File: config.mk
export PLATFORM = sky130hd
export DESIGN_NAME = worker_supervisor_watchdog_core
export DESIGN_NICKNAME = d
export VERILOG_FILES = /design/src/hw/rtl/wsw_pkg.sv /design/src/hw/rtl/wsw_ctrl.sv /design/src/hw/rtl/wsw_dp.sv /design/src/hw/rtl/worker_supervisor_watchdog_core.sv
export SDC_FILE = /design/constraint.sdc
export NUM_CORES = 2
export LEC_CHECK = 0
export BUFFER_PORTS_ARGS = -buffer_cell sky130_fd_sc_hd__buf_2
export CAP_MARGIN = 20
export CELL_PAD_IN_SITES_DETAIL_PLACEMENT = 0
export CELL_PAD_IN_SITES_GLOBAL_PLACEMENT = 1
export CORE_AREA = 2 2 448 450
export DETAILED_ROUTE_END_ITERATION = 10
export DIE_AREA = 0 0 450 452
export PLACE_DENSITY = 0.84
export SETUP_SLACK_MARGIN = 0.3
export SYNTH_ARGS = -nofsm -noshare
export SYNTH_HDL_FRONTEND = slang
export SYNTH_SLANG_ARGS = --single-unit
File: constraint.sdc
create_clock -name clock -period 17.1 [get_ports clock]
set_clock_uncertainty 0.1 [all_clocks]
set_input_delay 0.855 -clock clock [delete_from_list [all_inputs] [get_ports clock]]
set_output_delay 0.855 -clock clock [all_outputs]
set_load 0.02 [all_outputs]
File: src/hw/rtl/wsw_pkg.sv
// Shared types, event codes and constants of the worker supervisor watchdog.
`timescale 1ns / 1ps
`default_nettype none
package wsw_pkg;

   localparam int TW = 48;
   localparam int SW = 16;
   localparam int CRASH_DEPTH_DEF  = 16;
   localparam int BACKOFF_UNIT_DEF = 1000;
   localparam logic [4:0] STEP_MAX  = 5'd31;
   localparam logic [4:0] SHIFT_MAX = 5'd30;
   localparam logic [SW-1:0] PEND_MAX = 16'hFFFF;

   // event codes
   localparam logic [3:0] EV_UPDATE   = 4'd0;
   localparam logic [3:0] EV_START    = 4'd1;
   localparam logic [3:0] EV_SPAWNED  = 4'd2;
   localparam logic [3:0] EV_EXIT     = 4'd3;
   localparam logic [3:0] EV_PING     = 4'd4;
   localparam logic [3:0] EV_PONG     = 4'd5;
   localparam logic [3:0] EV_FBEGIN   = 4'd6;
   localparam logic [3:0] EV_FDONE    = 4'd7;
   localparam logic [3:0] EV_SUBMIT   = 4'd8;
   localparam logic [3:0] EV_BUSY     = 4'd9;
   localparam logic [3:0] EV_RESTART  = 4'd10;
   localparam logic [3:0] EV_RESULT   = 4'd11;
   localparam logic [3:0] EV_TAKEPOIS = 4'd12;

   // action codes
   localparam logic [1:0] ACT_NONE  = 2'd0;
   localparam logic [1:0] ACT_SPAWN = 2'd1;
   localparam logic [1:0] ACT_KILL  = 2'd2;

   // register indexes
   localparam logic [2:0] REG_STORM_WIN  = 3'd0;
   localparam logic [2:0] REG_STORM_CNT  = 3'd1;
   localparam logic [2:0] REG_BACKOFF    = 3'd2;
   localparam logic [2:0] REG_PONG       = 3'd3;
   localparam logic [2:0] REG_COMPILE    = 3'd4;
   localparam logic [2:0] REG_FRAME      = 3'd5;
   localparam logic [2:0] REG_PING       = 3'd6;

   typedef struct packed {
      logic [TW-1:0] storm_window;
      logic [3:0]    storm_count;
      logic [TW-1:0] backoff_cap;
      logic [TW-1:0] pong_wait;
      logic [TW-1:0] compile_wait;
      logic [TW-1:0] frame_wait;
      logic [TW-1:0] ping_period;
   } cfg_type;

   typedef struct packed {
      logic load;   // latch the accepted transfer
      logic exec;   // apply the event
      logic scan;   // purge scan cycle
      logic rd;     // read a ring entry
      logic chk;    // compare the entry read
      logic fin;    // close out a crash
      logic out;    // load the result register
   } cmd_type;

   typedef struct packed {
      logic exit_go;
      logic rd_go;
      logic older;
   } sts_type;

endpackage
`default_nettype wire

File: src/hw/rtl/wsw_ctrl.sv
// Sequencer of the worker supervisor watchdog.
`timescale 1ns / 1ps
`default_nettype none
module wsw_ctrl (
   input  wire logic             clock,
   input  wire logic             reset,
   input  wire logic             req_valid,
   output logic                  req_ready,
   output logic                  rsp_valid,
   input  wire logic             rsp_ready,
   input  wire wsw_pkg::sts_type sts,
   output wsw_pkg::cmd_type      cmd
);
   import wsw_pkg::*;

   localparam logic [2:0] S_IDLE   = 3'd0;
   localparam logic [2:0] S_EXEC   = 3'd1;
   localparam logic [2:0] S_READ   = 3'd2;
   localparam logic [2:0] S_CHECK  = 3'd3;
   localparam logic [2:0] S_FINISH = 3'd4;
   localparam logic [2:0] S_OUT    = 3'd5;

   logic [2:0] state_ff, state_in;
   logic       rsp_valid_ff, rsp_valid_in;
   logic       slot_free;

   assign slot_free = !rsp_valid_ff || rsp_ready;
   assign req_ready = (state_ff == S_IDLE);
   assign rsp_valid = rsp_valid_ff;

   always_comb begin
      state_in = state_ff;
      cmd      = '0;
      cmd.load = req_valid && req_ready;
      case (state_ff)
         S_IDLE: begin
            if (req_valid) state_in = S_EXEC;
         end
         S_EXEC: begin
            cmd.exec = 1'b1;
            state_in = sts.exit_go ? S_READ : S_OUT;
         end
         S_READ: begin
            cmd.scan = 1'b1;
            cmd.rd   = sts.rd_go;
            state_in = sts.rd_go ? S_CHECK : S_FINISH;
         end
         S_CHECK: begin
            cmd.chk  = 1'b1;
            state_in = sts.older ? S_READ : S_FINISH;
         end
         S_FINISH: begin
            cmd.fin  = 1'b1;
            state_in = S_OUT;
         end
         S_OUT: begin
            cmd.out = slot_free;
            if (slot_free) state_in = S_IDLE;
         end
         default: state_in = S_IDLE;
      endcase
   end

   always_comb begin
      rsp_valid_in = rsp_valid_ff;
      if (rsp_ready) rsp_valid_in = 1'b0;
      if (cmd.out) rsp_valid_in = 1'b1;
   end

   always_ff @(posedge clock) begin
      if (reset) begin
         state_ff     <= S_IDLE;
         rsp_valid_ff <= 1'b0;
      end else begin
         state_ff     <= state_in;
         rsp_valid_ff <= rsp_valid_in;
      end
   end
endmodule
`default_nettype wire

File: src/hw/rtl/wsw_dp.sv
// Datapath of the worker supervisor watchdog: state, timers and crash ring.
`timescale 1ns / 1ps
`default_nettype none
module wsw_dp #(
   parameter int CRASH_DEPTH  = 16,
   parameter int BACKOFF_UNIT = 1000
) (
   input  wire logic                     clock,
   input  wire logic                     reset,
   input  wire wsw_pkg::cmd_type         cmd,
   output wsw_pkg::sts_type              sts,
   input  wire wsw_pkg::cfg_type         cfg,
   input  wire logic [3:0]               req_func,
   input  wire logic [wsw_pkg::TW-1:0]   req_stamp,
   input  wire logic [wsw_pkg::SW-1:0]   req_slide_id,
   output logic [1:0]                    rsp_action,
   output logic                          rsp_ping_due,
   output logic                          rsp_gave_up_flag,
   output logic                          rsp_poison_valid,
   output logic [wsw_pkg::SW-1:0]        rsp_poison_slide
);
   import wsw_pkg::*;

   localparam int IW = (CRASH_DEPTH > 1) ? $clog2(CRASH_DEPTH) : 1;
   localparam int FW = $clog2(CRASH_DEPTH + 1);

   function automatic logic [IW-1:0] wrap(input logic [IW-1:0] base,
                                          input logic [FW-1:0] off);
      logic [IW:0] s;
      s = {1'b0, base} + (IW+1)'(off);
      if (s >= (IW+1)'(CRASH_DEPTH)) s = s - (IW+1)'(CRASH_DEPTH);
      return s[IW-1:0];
   endfunction

   function automatic logic over(input logic [TW-1:0] now, input logic [TW-1:0] t,
                                 input logic [TW-1:0] lim);
      return (now >= t) && ((now - t) > lim);
   endfunction

   function automatic logic at_least(input logic [TW-1:0] now, input logic [TW-1:0] t,
                                     input logic [TW-1:0] lim);
      return (now >= t) && ((now - t) >= lim);
   endfunction

   // latched transfer
   logic [3:0]    func_ff;
   logic [TW-1:0] now_ff;
   logic [SW-1:0] slide_ff;

   // supervisor state
   logic started_ff, spawned_ff, killing_ff, restart_ff, pend_spawn_ff, gave_up_ff;
   logic ping_out_ff, frame_out_ff, busy_ff, poison_held_ff;
   logic [TW-1:0] spawn_at_ff, spawned_time_ff, last_ping_ff, ping_time_ff;
   logic [TW-1:0] frame_time_ff, busy_since_ff, wait_since_ff;
   logic [SW-1:0] busy_id_ff, poison_id_ff, pend_cnt_ff;
   logic [4:0]    step_ff;

   // per event results
   logic [1:0]    action_ff;
   logic          pv_ff;
   logic [SW-1:0] ps_ff;

   // crash ring
   logic [TW-1:0] ring_mem [CRASH_DEPTH];
   logic [IW-1:0] head_ff;
   logic [FW-1:0] fill_ff, drop_ff;
   logic [TW-1:0] rd_data_ff, cut_ff, delay_ff;

   // exit bookkeeping
   logic          old_life;
   logic [FW-1:0] fill0, fill1, fill_left;
   logic          ring_full;
   logic [IW-1:0] head1, waddr, raddr;
   logic          compiling, overdue;
   logic [4:0]    shamt;
   logic [63:0]   dshift;
   logic [TW-1:0] delay_in;
   logic [TW:0]   spawn_sum;

   assign old_life  = at_least(now_ff, spawned_time_ff, cfg.storm_window);
   assign fill0     = old_life ? '0 : fill_ff;
   assign ring_full = (fill0 >= FW'(CRASH_DEPTH));
   assign fill1     = ring_full ? FW'(CRASH_DEPTH - 1) : fill0;
   assign head1     = ring_full ? wrap(head_ff, FW'(1)) : head_ff;
   assign waddr     = wrap(head1, fill1);
   assign raddr     = wrap(head_ff, drop_ff);
   assign fill_left = fill_ff - drop_ff;

   assign sts.exit_go = (func_ff == EV_EXIT) && spawned_ff;
   assign sts.rd_go   = (now_ff >= cfg.storm_window) && (drop_ff < fill_ff);
   assign sts.older   = rd_data_ff < cut_ff;

   assign compiling = busy_ff || (pend_cnt_ff != '0);
   assign overdue =
      (ping_out_ff && over(now_ff, ping_time_ff, cfg.pong_wait)) ||
      (busy_ff && over(now_ff, busy_since_ff, cfg.compile_wait)) ||
      (!busy_ff && (pend_cnt_ff != '0) && over(now_ff, wait_since_ff, cfg.compile_wait)) ||
      (frame_out_ff && !compiling && over(now_ff, frame_time_ff, cfg.frame_wait));

   // backoff: unit doubled per step, capped
   assign shamt  = (step_ff - 5'd1 > SHIFT_MAX) ? SHIFT_MAX : step_ff - 5'd1;
   assign dshift = 64'(BACKOFF_UNIT) << shamt;
   always_comb begin
      if (step_ff == 5'd0) delay_in = '0;
      else if (dshift < {16'd0, cfg.backoff_cap}) delay_in = dshift[TW-1:0];
      else delay_in = cfg.backoff_cap;
   end
   assign spawn_sum = {1'b0, now_ff} + {1'b0, delay_ff};

   always_ff @(posedge clock) begin
      if (cmd.load) begin
         func_ff  <= req_func;
         now_ff   <= req_stamp;
         slide_ff <= req_slide_id;
      end
      if (cmd.exec && sts.exit_go) ring_mem[waddr] <= now_ff;
      if (cmd.rd) rd_data_ff <= ring_mem[raddr];
      if (cmd.exec) cut_ff <= now_ff - cfg.storm_window;
      if (cmd.scan) delay_ff <= delay_in;
      if (cmd.out) begin
         rsp_action       <= action_ff;
         rsp_ping_due     <= spawned_ff && !killing_ff && !ping_out_ff &&
                             at_least(now_ff, last_ping_ff, cfg.ping_period);
         rsp_gave_up_flag <= gave_up_ff;
         rsp_poison_valid <= pv_ff;
         rsp_poison_slide <= ps_ff;
      end
   end

   always_ff @(posedge clock) begin
      if (reset) begin
         started_ff <= 1'b0; spawned_ff <= 1'b0; killing_ff <= 1'b0;
         restart_ff <= 1'b0; pend_spawn_ff <= 1'b0; gave_up_ff <= 1'b0;
         ping_out_ff <= 1'b0; frame_out_ff <= 1'b0; busy_ff <= 1'b0;
         poison_held_ff <= 1'b0;
         spawn_at_ff <= '0; spawned_time_ff <= '0; last_ping_ff <= '0;
         ping_time_ff <= '0; frame_time_ff <= '0; busy_since_ff <= '0;
         wait_since_ff <= '0;
         busy_id_ff <= '0; poison_id_ff <= '0; pend_cnt_ff <= '0;
         step_ff <= '0; head_ff <= '0; fill_ff <= '0; drop_ff <= '0;
         action_ff <= ACT_NONE; pv_ff <= 1'b0; ps_ff <= '0;
      end else begin
         if (cmd.load) begin
            action_ff <= ACT_NONE;
            pv_ff     <= 1'b0;
            ps_ff     <= '0;
            drop_ff   <= '0;
         end
         if (cmd.exec) begin
            case (func_ff)
               EV_UPDATE: begin
                  if (started_ff && !gave_up_ff) begin
                     if (!spawned_ff) begin
                        if (pend_spawn_ff && now_ff >= spawn_at_ff) begin
                           pend_spawn_ff <= 1'b0;
                           action_ff     <= ACT_SPAWN;
                        end
                     end else if (!killing_ff) begin
                        if (restart_ff) begin
                           restart_ff <= 1'b0;
                           killing_ff <= 1'b1;
                           action_ff  <= ACT_KILL;
                        end else if (overdue) begin
                           killing_ff <= 1'b1;
                           action_ff  <= ACT_KILL;
                        end
                     end
                  end
               end
               EV_START: begin
                  if (!started_ff) begin
                     started_ff    <= 1'b1;
                     pend_spawn_ff <= 1'b1;
                     spawn_at_ff   <= now_ff;
                  end
               end
               EV_SPAWNED: begin
                  spawned_ff <= 1'b1; killing_ff <= 1'b0; pend_spawn_ff <= 1'b0;
                  spawned_time_ff <= now_ff; last_ping_ff <= now_ff;
                  ping_out_ff <= 1'b0; frame_out_ff <= 1'b0;
                  busy_ff <= 1'b0; busy_id_ff <= '0; pend_cnt_ff <= '0;
               end
               EV_EXIT: begin
                  if (spawned_ff) begin
                     spawned_ff <= 1'b0; killing_ff <= 1'b0; restart_ff <= 1'b0;
                     ping_out_ff <= 1'b0; frame_out_ff <= 1'b0;
                     if (busy_ff) begin
                        poison_held_ff <= 1'b1;
                        poison_id_ff   <= busy_id_ff;
                     end
                     busy_ff <= 1'b0; busy_id_ff <= '0; pend_cnt_ff <= '0;
                     if (old_life) step_ff <= '0;
                     head_ff <= head1;
                     fill_ff <= fill1 + FW'(1);
                  end
               end
               EV_PING: begin
                  ping_out_ff <= 1'b1; ping_time_ff <= now_ff; last_ping_ff <= now_ff;
               end
               EV_PONG:   ping_out_ff <= 1'b0;
               EV_FBEGIN: begin
                  frame_out_ff <= 1'b1; frame_time_ff <= now_ff;
               end
               EV_FDONE:  frame_out_ff <= 1'b0;
               EV_SUBMIT: begin
                  if (pend_cnt_ff == '0) wait_since_ff <= now_ff;
                  if (pend_cnt_ff != PEND_MAX) pend_cnt_ff <= pend_cnt_ff + SW'(1);
               end
               EV_BUSY: begin
                  busy_ff <= 1'b1; busy_id_ff <= slide_ff;
                  busy_since_ff <= now_ff; wait_since_ff <= now_ff;
               end
               EV_RESTART: begin
                  if (started_ff) begin
                     gave_up_ff <= 1'b0;
                     fill_ff    <= '0;
                     step_ff    <= '0;
                     if (spawned_ff) restart_ff <= 1'b1;
                     else begin
                        pend_spawn_ff <= 1'b1;
                        spawn_at_ff   <= now_ff;
                     end
                  end
               end
               EV_RESULT: begin
                  if (pend_cnt_ff != '0) pend_cnt_ff <= pend_cnt_ff - SW'(1);
                  wait_since_ff <= now_ff;
                  if (busy_ff && slide_ff == busy_id_ff) begin
                     busy_ff    <= 1'b0;
                     busy_id_ff <= '0;
                  end
                  if (frame_out_ff) frame_time_ff <= now_ff;
               end
               EV_TAKEPOIS: begin
                  if (poison_held_ff) begin
                     pv_ff <= 1'b1;
                     ps_ff <= poison_id_ff;
                  end
                  poison_held_ff <= 1'b0;
                  poison_id_ff   <= '0;
               end
               default: ;
            endcase
         end
         if (cmd.chk && sts.older) drop_ff <= drop_ff + FW'(1);
         if (cmd.fin) begin
            head_ff <= raddr;
            fill_ff <= fill_left;
            if (32'(fill_left) > 32'(cfg.storm_count)) gave_up_ff <= 1'b1;
            else begin
               spawn_at_ff   <= spawn_sum[TW] ? {TW{1'b1}} : spawn_sum[TW-1:0];
               if (step_ff != STEP_MAX) step_ff <= step_ff + 5'd1;
               pend_spawn_ff <= 1'b1;
            end
         end
      end
   end
endmodule
`default_nettype wire

File: src/hw/rtl/worker_supervisor_watchdog_core.sv
// Top level of the worker supervisor watchdog: register file, sequencer and datapath.
`timescale 1ns / 1ps
`default_nettype none
// Channel   Ports                                   Moves
// req       req_valid/req_ready, func stamp slide   one event per transfer
// rsp       rsp_valid/rsp_ready, action .. slide    one result per event
// csr       psel penable pwrite paddr pwdata prdata  64-bit registers at 8*i
//
// Steps: accept, execute and result per event; an exit of a running worker adds a
// walk that reads and checks each purged crash time and any kept entry it stops on,
// then a finish (fewer than CRASH_DEPTH purged, the new entry always stays).
// Reset clears all control state; the crash ring is never cleared, only entries
// below the fill count are read.
// A stalled result sits in the output register; the next event is taken and waits.
module worker_supervisor_watchdog_core #(
   parameter int CRASH_DEPTH  = wsw_pkg::CRASH_DEPTH_DEF,
   parameter int BACKOFF_UNIT = wsw_pkg::BACKOFF_UNIT_DEF
) (
   input  wire logic                     clock,
   input  wire logic                     reset,
   input  wire logic                     req_valid,
   output logic                          req_ready,
   input  wire logic [3:0]               req_func,
   input  wire logic [wsw_pkg::TW-1:0]   req_stamp,
   input  wire logic [wsw_pkg::SW-1:0]   req_slide_id,
   output logic                          rsp_valid,
   input  wire logic                     rsp_ready,
   output logic [1:0]                    rsp_action,
   output logic                          rsp_ping_due,
   output logic                          rsp_gave_up_flag,
   output logic                          rsp_poison_valid,
   output logic [wsw_pkg::SW-1:0]        rsp_poison_slide,
   input  wire logic                     psel,
   input  wire logic                     penable,
   input  wire logic                     pwrite,
   input  wire logic [5:0]               paddr,
   input  wire logic [63:0]              pwdata,
   output logic [63:0]                   prdata,
   output logic                          pready
);
   import wsw_pkg::*;

   cfg_type cfg_ff;
   cmd_type cmd;
   sts_type sts;
   logic    wr_fire;
   logic [2:0] reg_idx;

   assign pready  = 1'b1;
   assign reg_idx = paddr[5:3];
   assign wr_fire = psel && penable && pwrite;

   // register file; a write to an unused slot is dropped
   always_ff @(posedge clock) begin
      if (reset) begin
         cfg_ff.storm_window <= 48'd60000;
         cfg_ff.storm_count  <= 4'd5;
         cfg_ff.backoff_cap  <= 48'd30000;
         cfg_ff.pong_wait    <= 48'd5000;
         cfg_ff.compile_wait <= 48'd30000;
         cfg_ff.frame_wait   <= 48'd5000;
         cfg_ff.ping_period  <= 48'd1000;
      end else if (wr_fire) begin
         case (reg_idx)
            REG_STORM_WIN: cfg_ff.storm_window <= pwdata[TW-1:0];
            REG_STORM_CNT: cfg_ff.storm_count  <= pwdata[3:0];
            REG_BACKOFF:   cfg_ff.backoff_cap  <= pwdata[TW-1:0];
            REG_PONG:      cfg_ff.pong_wait    <= pwdata[TW-1:0];
            REG_COMPILE:   cfg_ff.compile_wait <= pwdata[TW-1:0];
            REG_FRAME:     cfg_ff.frame_wait   <= pwdata[TW-1:0];
            REG_PING:      cfg_ff.ping_period  <= pwdata[TW-1:0];
            default: ;
         endcase
      end
   end

   always_comb begin
      case (reg_idx)
         REG_STORM_WIN: prdata = {16'd0, cfg_ff.storm_window};
         REG_STORM_CNT: prdata = {60'd0, cfg_ff.storm_count};
         REG_BACKOFF:   prdata = {16'd0, cfg_ff.backoff_cap};
         REG_PONG:      prdata = {16'd0, cfg_ff.pong_wait};
         REG_COMPILE:   prdata = {16'd0, cfg_ff.compile_wait};
         REG_FRAME:     prdata = {16'd0, cfg_ff.frame_wait};
         REG_PING:      prdata = {16'd0, cfg_ff.ping_period};
         default:       prdata = '0;
      endcase
   end

   wsw_ctrl u_ctrl (
      .clock     (clock),
      .reset     (reset),
      .req_valid (req_valid),
      .req_ready (req_ready),
      .rsp_valid (rsp_valid),
      .rsp_ready (rsp_ready),
      .sts       (sts),
      .cmd       (cmd)
   );

   wsw_dp #(
      .CRASH_DEPTH  (CRASH_DEPTH),
      .BACKOFF_UNIT (BACKOFF_UNIT)
   ) u_dp (
      .clock            (clock),
      .reset            (reset),
      .cmd              (cmd),
      .sts              (sts),
      .cfg              (cfg_ff),
      .req_func         (req_func),
      .req_stamp        (req_stamp),
      .req_slide_id     (req_slide_id),
      .rsp_action       (rsp_action),
      .rsp_ping_due     (rsp_ping_due),
      .rsp_gave_up_flag (rsp_gave_up_flag),
      .rsp_poison_valid (rsp_poison_valid),
      .rsp_poison_slide (rsp_poison_slide)
   );

   // one event in flight: an accepted transfer closes the input
   a_one_in_flight: assert property (@(posedge clock) disable iff (reset)
      (req_valid && req_ready) |=> !req_ready)
      else $error("input open while an event is in flight");

   a_poison_zero: assert property (@(posedge clock) disable iff (reset)
      (rsp_valid && !rsp_poison_valid) |-> (rsp_poison_slide == '0))
      else $error("poison slide set without poison valid");

   a_action_code: assert property (@(posedge clock) disable iff (reset)
      rsp_valid |-> (rsp_action == ACT_NONE || rsp_action == ACT_SPAWN ||
                     rsp_action == ACT_KILL))
      else $error("bad action code");

endmodule
`default_nettype wire

# Word-level counts from Yosys, hierarchy flattened
# Memory sizes are Yosys's and may differ from the RTL's. A register that Yosys moved wholly into a read port is not among the register bits.
# Index checks and enable logic that the tools add are counted.
[word_totals] mem_bits_rw=768 output_inout_bits=88 reg_bits=913 mem_count=1 latchBits=0 rom_bits=0 word_cells=338 in_bits=145
[op_classes] order_cmp=23 bitwise=0 mux=117 shift=1 div_mod_pow=0 multipliers=0 n_eq_ne=42 n_addsub=21 n_reduce_logical=87
[mem_list] name="u_dp.ring_mem" depth=16 width=48 rd=1 rd_clocked_by_memory_dff=1 wr=1 line="wsw_dp.sv:64" text="logic [TW-1:0] ring_mem [CRASH_DEPTH];"
[op_table] cell="$ge A48 B48 Y1" n=10
[op_table] cell="$mux W48" n=10
[op_table] cell="$pmux W48 S7" n=1
[op_table] cell="$sub A48 B48 Y48" n=7
[op_table] cell="$pmux W48 S2" n=3
[op_table] cell="$gt A48 B48 Y1" n=4
[op_table] cell="$mux W16" n=10
[op_table] cell="$pmux W16 S4" n=2
[op_table] cell="$mux W5" n=16
[op_table] cell="$lt A64 B48 Y1" n=1
[op_table] cell="$shl A10 B5 Y64 const A" n=1
[op_table] cell="$add A48 B48 Y49" n=1
[op_table] cell="$lt A48 B48 Y1" n=1
[op_table] cell="$mux W1" n=40
[op_table] cell="$mux W4" n=8
[op_table] cell="$pmux W16 S2" n=1
[op_table] cell="$reduce_and A2 Y1" n=14
[op_table] cell="$logic_and A1 B1 Y1" n=25
[op_table] cell="$ne A2 B1 Y1 const B" n=12
[op_table] cell="$eq A4 B4 Y1 const B" n=5
[op_table] cell="$ge A5 B5 Y1 const B" n=4
[op_table] cell="$mux W2" n=10
[op_table] cell="$pmux W5 S2" n=2
[op_table] cell="$pmux W3 S6" n=1
[op_table] cell="other kinds (41)" n=102

# Logic depth before layout (Yosys ltp)
[depth] ltp_word=14 ltp_mapped=34

# By module
# From an unflattened synthesis, not the netlist that was laid out.
[hier_totals] hier_cells=9948 hier_area_um2=100438.8
[modules_own_cells] module="wsw_dp" instances=1 area_each_um2=86470.4 seq_area_each_um2=38707.1 cells_per_inst=8476
[modules_own_cells] module="worker_supervisor_watchdog_core" instances=1 area_each_um2=13670.6 seq_area_each_um2=5845.6 cells_per_inst=1434
[modules_own_cells] module="wsw_ctrl" instances=1 area_each_um2=297.8 seq_area_each_um2=80.1 cells_per_inst=38

# Least setup slack after synthesis
# Ideal clock, no wire load.
[synth_path] kind="register to register" startpoint="register u_dp.now_ff[0]" endpoint="memory u_dp.ring_mem[6][0], enable pin" stages_incl_launch_ff=34 n_path_buf=2 setup_time_ns=0.513 arrival_time_ns=9.771 t_required_ns=16.487 slack_ns=6.716 path_cell_list="edfxtp_1 -> clkbuf_1 -> inv_1 -> ha_1 -> inv_1 -> fa_1 -> a21oi_1 -> o21ai_0 -> nand2_1 -> a211oi_1 -> o21ai_1 -> a21boi_1 -> o21ai_1 -> o41ai_1 -> a21o_1 -> a21oi_1 -> xnor2_1 -> ha_1 -> a21o_1 -> a21o_1 -> a21o_1 -> a21o_1 -> a21o_1 -> a21o_1 -> o2bb2ai_1 -> clkbuf_1 -> o21ai_0 -> inv_1 -> ha_1 -> a21o_1 -> a21oi_1 -> xnor2_1 -> xnor2_1 -> nor3_1"
[synth_between] elab_chain_cells=9 word_cells_on_any_way=12 classes_between="add/sub (3); order compare (4); mux (4); reduce/logical (1)"
[synth_lines] element="start, declared" line="wsw_dp.sv:47" text="logic [TW-1:0] now_ff;"
[synth_lines] element="start signal, assigned" line="wsw_dp.sv:113" text="now_ff <= req_stamp;"
[synth_lines] element="$sub A48 B48 Y48" line="wsw_dp.sv:42" text="return (now >= t) && ((now - t) >= lim);"
[synth_lines] element="$ge A48 B48 Y1" line="wsw_dp.sv:42"
[synth_lines] element="$logic_and A1 B1 Y1 *" line="wsw_dp.sv:42"
[synth_lines] element="$mux W5 *" line="wsw_dp.sv:81" text="assign fill0 = old_life ? '0 : fill_ff;"
[synth_lines] element="$ge A5 B5 Y1" line="wsw_dp.sv:82" text="assign ring_full = (fill0 >= FW'(CRASH_DEPTH));"
[synth_lines] element="$mux W4 or $mux W5 (tied branches)" line="wsw_dp.sv:84, wsw_dp.sv:83"
[synth_lines] element="$add A4 B5 Y5 *" line="wsw_dp.sv:30" text="s = {1'b0, base} + (IW+1)'(off);"
[synth_lines] element="$sub A4 B1 Y4 or $ge A5 B5 Y1 (tied branches)" line="wsw_dp.sv:31" text="if (s >= (IW+1)'(CRASH_DEPTH)) s = s - (IW+1)'(CRASH_DEPTH);"
[synth_lines] element="$mux W4 *" line="wsw_dp.sv:31"
[synth_lines] element="end, declared" line="wsw_dp.sv:64"
# Every way passes the cells marked *; elsewhere a longest branch is shown, timed or not.

# Worst setup path in the final report
[layout_path] startpoint="register u_dp.now_ff[0]" endpoint="memory u_dp.ring_mem[0][1], enable pin"
# Same word-level chain as after synthesis.

==> metrics.log <==
INFO  metric vias_per_cell = about 6.0
INFO  metric number_of_input_and_output_port_buffers_inserted = 196
INFO  metric postRouteWirelength = 322.1 mm
INFO  metric cpPeakStageDelay = approximately 710 ps
INFO  metric p_leak = 39.58 nW
INFO  metric outcome = completed
INFO  metric max_freq = between 100 and 150 MHz
INFO  metric worst_r2r_path_depth = 33
INFO  metric portion_of_synthesized_cell_area_occupied_by_the_leading_cell_type = 30.40%
INFO  metric period_minus_slack = approximately 10000 ps
INFO  metric timing_worst_slew_pin_value = about 1100 ps
INFO  metric placed_cell_areas = ~0.10 mm²
INFO  metric part_of_the_power_in_the_clock_network = a little under two fifths
INFO  metric critical-path-slowest-cell = buf_4
INFO  metric design.portCount = roughly 230
INFO  metric pre_cts_slack = roughly 7300 ps
INFO  metric clock_insertion_delay_at_the_later_pin_of_the_skew_report = around 870 ps
INFO  metric hpwlAfterDp = around 230 mm
INFO  metric whs = approximately 70 ps
INFO  metric worstSetupPathDepth = 33
INFO  metric synth_top_area_cell = edfxtp_1
INFO  metric cts_num_sinks = about 1.7k
INFO  metric grtUsageTotal = between 30 and 40%
INFO  metric crit_buf_inv = 5
INFO  metric async_flop_share = 0%
INFO  metric fraction_of_layout_instances_using_a_drive_strength_above_1 = roughly a tenth
INFO  metric mostFrequentLayoutCells = 1511 x nand2_1, 1140 x a21oi_1, 1001 x edfxtp_1
INFO  metric stdcell_count = 13.00k
INFO  metric routedWlPerCell = 24.78 µm
INFO  metric fin_tns_setup = 0 ps
INFO  metric holdPathStages = 1
INFO  metric chipHeight = between 400 and 500 µm
INFO  metric crit_required = 17490 ps
INFO  metric final_design_area_no_fill = 0.1091 mm²
INFO  metric grt_overflow_total = 0
INFO  metric number_of_placement_rows = 164
INFO  metric tritoncts = done
INFO  metric route.detailed.drc = 0
INFO  metric synth_warnings = 0
INFO  metric p_comb_share = 19.6%
INFO  metric clk_pin_slew = approximately 60 ps
INFO  metric placedCellCount = ~13k
INFO  metric r2r_path_start = u_dp.now_ff[0]
INFO  metric timing.critical_path.mode_cell = a21oi_1
INFO  metric critical-path-top-delay-family = compound AO/OA/AOI/OAI gates
INFO  metric netlist_top_cells_area = edfxtp_1 30%, dfxtp_1 15%, ha_1 11%
INFO  metric initial_antenna_violation_count = 11
INFO  metric switching_share = around 30%
INFO  metric cts.htree.levels = 4
INFO  metric firstDrtPassIters = 6
INFO  metric whs_endpoint = u_dp.slide_ff[0]
INFO  metric holdCritPathClass = in2reg
INFO  metric report.final.slew_viol_count = 0
INFO  metric post_cts_resize_count = 0
INFO  metric relSlewSlack = approximately a quarter
INFO  metric synth_top_flop_cell = edfxtp_1
INFO  metric antenna_left = 0
INFO  metric ff_latch_area = 0.04463 mm²
INFO  metric ctsRootBufferMaster = clkbuf_16
INFO  metric syn-cell-area = 0.09887 mm²
INFO  metric internal_power = between 7 and 8 mW
INFO  metric dr.first_iter.drc_count = approximately 7.6k
INFO  metric finalHoldViolCount = 0
INFO  metric mostFrequentLayoutCell = nand2_1
INFO  metric ir_worst_vdd = 94.29 µV
INFO  metric routed-via-count = a little under 80k
INFO  metric timing.final.crit_share = between 50% and 60%
INFO  metric layout-area-overhead-vs-synth = 10.39%
INFO  metric ys_seq_area_share = between 40 and 50%
INFO  metric start_util = about half
INFO  metric gp_congestion = 0.9905
INFO  metric coreArea = about 0.20 mm²
INFO  metric multiInputGateArea = a little under 0.05 mm²
INFO  metric cellPowerDensity = roughly 99 mW/mm²
INFO  metric hold_start = req_slide_id[0]
INFO  metric die-area = 0.2034 mm²
INFO  metric setup-violations-final = 0
INFO  metric cts-buffers-inserted = approximately 180
INFO  metric ctsLongestPathBuffers = 3
INFO  metric p_switching = between 3 and 4 mW
INFO  metric number_of_global_route_vias_before_repair = ~77k
INFO  metric worstSetupPathType = reg2reg
INFO  metric regToRegSetupSlack = 7140 ps
INFO  metric timing.critical_path.arrival = about 10000 ps
INFO  metric start_kind = flip-flop
INFO  metric x_dimension_of_the_die = 450 µm
INFO  metric critical_path.endpoint_type = flip-flop
INFO  metric grt_pass1_wl = 474.8 mm
INFO  metric path_max_fanout = 46
INFO  metric seq_power_share = a little over two fifths
INFO  metric r2r_end = u_dp.ring_mem[0][1]
INFO  metric grt_max_degree = between 100 and 150
INFO  metric synth_cell_type_count = approximately 100
INFO  metric post_layout_util = 54.95%
INFO  metric filler_cell_count = 17.30k
INFO  metric postSynthCellCount = about 10k
INFO  metric synthesis.area_per_instance = 9.764 µm²
INFO  metric rsz_0062_raised_after_global_routing = no
INFO  metric max-cap-violations = 0
INFO  metric postSynthRegisterBits = 1729
INFO  metric synth_edf_count = about 1.0k
INFO  metric final_critical_path_setup_slack = 7142 ps
INFO  metric finish.net_count = roughly 11k
INFO  metric power_total = about 11 mW
## final cells by class
| cell class | count | share of cell area [%] |
|---|---|---|
| clock buffer | 230 | 4.514 |
| inverter | 789 | 2.716 |
| timing repair buffer | 382 | 2.272 |
| multi-input combinational | 7104 | 45.43 |
| clock inverter | 104 | 1.117 |
| antenna | 6 | 0.01376 |
| sequential | 1729 | 40.89 |
| tap | 2656 | 3.045 |
## timing repair
action                                 in CTS  in global routing
hold buffers                               10                  0
setup buffers                               0                  0
endpoints found under the hold margin      10                  0
## synth_stat cells, drive strengths merged, types with 90 or more instances
| master | number |
|---|---|
| a21oi | 1141 |
| clkbuf | 436 |
| a211oi | 109 |
| a21o | 409 |
| inv | 788 |
| a22oi | 165 |
| mux4 | 192 |
| o21ai | 297 |
| a31oi | 96 |
| nor2 | 445 |
| nand4 | 154 |
| nor3 | 97 |
| nor2b | 94 |
| xnor2 | 243 |
| ha | 843 |
| dfxtp | 728 |
| buf | 90 |
| nand2b | 91 |
| xor2 | 143 |
| nand2 | 1515 |
| nand3 | 191 |
| edfxtp | 1001 |
## flip-flops by register name, summed over array words and instances (netlist names), 16 cells and up
register / cells
u_dp.ring_mem: 768
u_dp.frame_time_ff: 48
u_dp.last_ping_ff: 48
u_dp.spawned_time_ff: 48
u_dp.rsp_poison_slide: 16
u_dp.busy_id_ff: 16
u_dp.ping_time_ff: 48
u_dp.busy_since_ff: 48
u_dp.now_ff: 48
u_dp.ps_ff: 16
u_dp.cut_ff: 48
u_dp.slide_ff: 16
u_dp.pend_cnt_ff: 16
cfg_ff: 292
u_dp.wait_since_ff: 48
u_dp.poison_id_ff: 16
u_dp.rd_data_ff: 48
u_dp.delay_ff: 48
u_dp.spawn_at_ff: 48
## power groups by stage
stage	sequential [mW]	combinational (mW)	clock (mW)
6_report	4.55	2.11	4.09
5_1_grt	4.55	2.32	4.29
4_1_cts	4.54	2.08	4.14
3_5_place_dp	4.63	2.06	0
3_3_place_gp	4.63	2.02	0
2_1_floorplan	4.66	1.42	0
## worst max-delay path by stage
stage | end | slack (ps) | start
finish | u_dp.ring_mem[0][1] | 7140 | u_dp.now_ff[0]
global route | u_dp.ring_mem[0][3] | 6680 | u_dp.now_ff[0]
CTS | u_dp.ring_mem[0][30] | 7260 | u_dp.now_ff[0]
detailed placement | u_dp.ring_mem[0][1] | 7320 | u_dp.now_ff[0]
global placement | u_dp.ring_mem[0][1] | 7320 | u_dp.now_ff[0]
floorplan | u_dp.ring_mem[6][0] | 6720 | u_dp.now_ff[0]
## per-layer routing
layer,vias to the layer above,global-route usage (%),routed length [µm]
li1,36580,-,-
met1,38200,41.85,135100
met2,3280,49.81,147300
met3,546,4.372,25920
met4,0,12.71,13730
met5,-,0,0
## kinds of logic after synthesis
group / Yosys count / share of synthesized area [%]
AND/OR/NAND/NOR: 2840 / 12.76
AO/OA/AOI/OAI: 2733 / 17.54
flip-flops: 1729 / 45.14
buffers and inverters: 1315 / 5.087
adder cells (fa/ha/maj): 855 / 10.91
XOR/XNOR: 386 / 3.419
multiplexers: 266 / 5.128
other: 2 / 0.007596
Note: power is estimated with default switching activity, not from simulation.
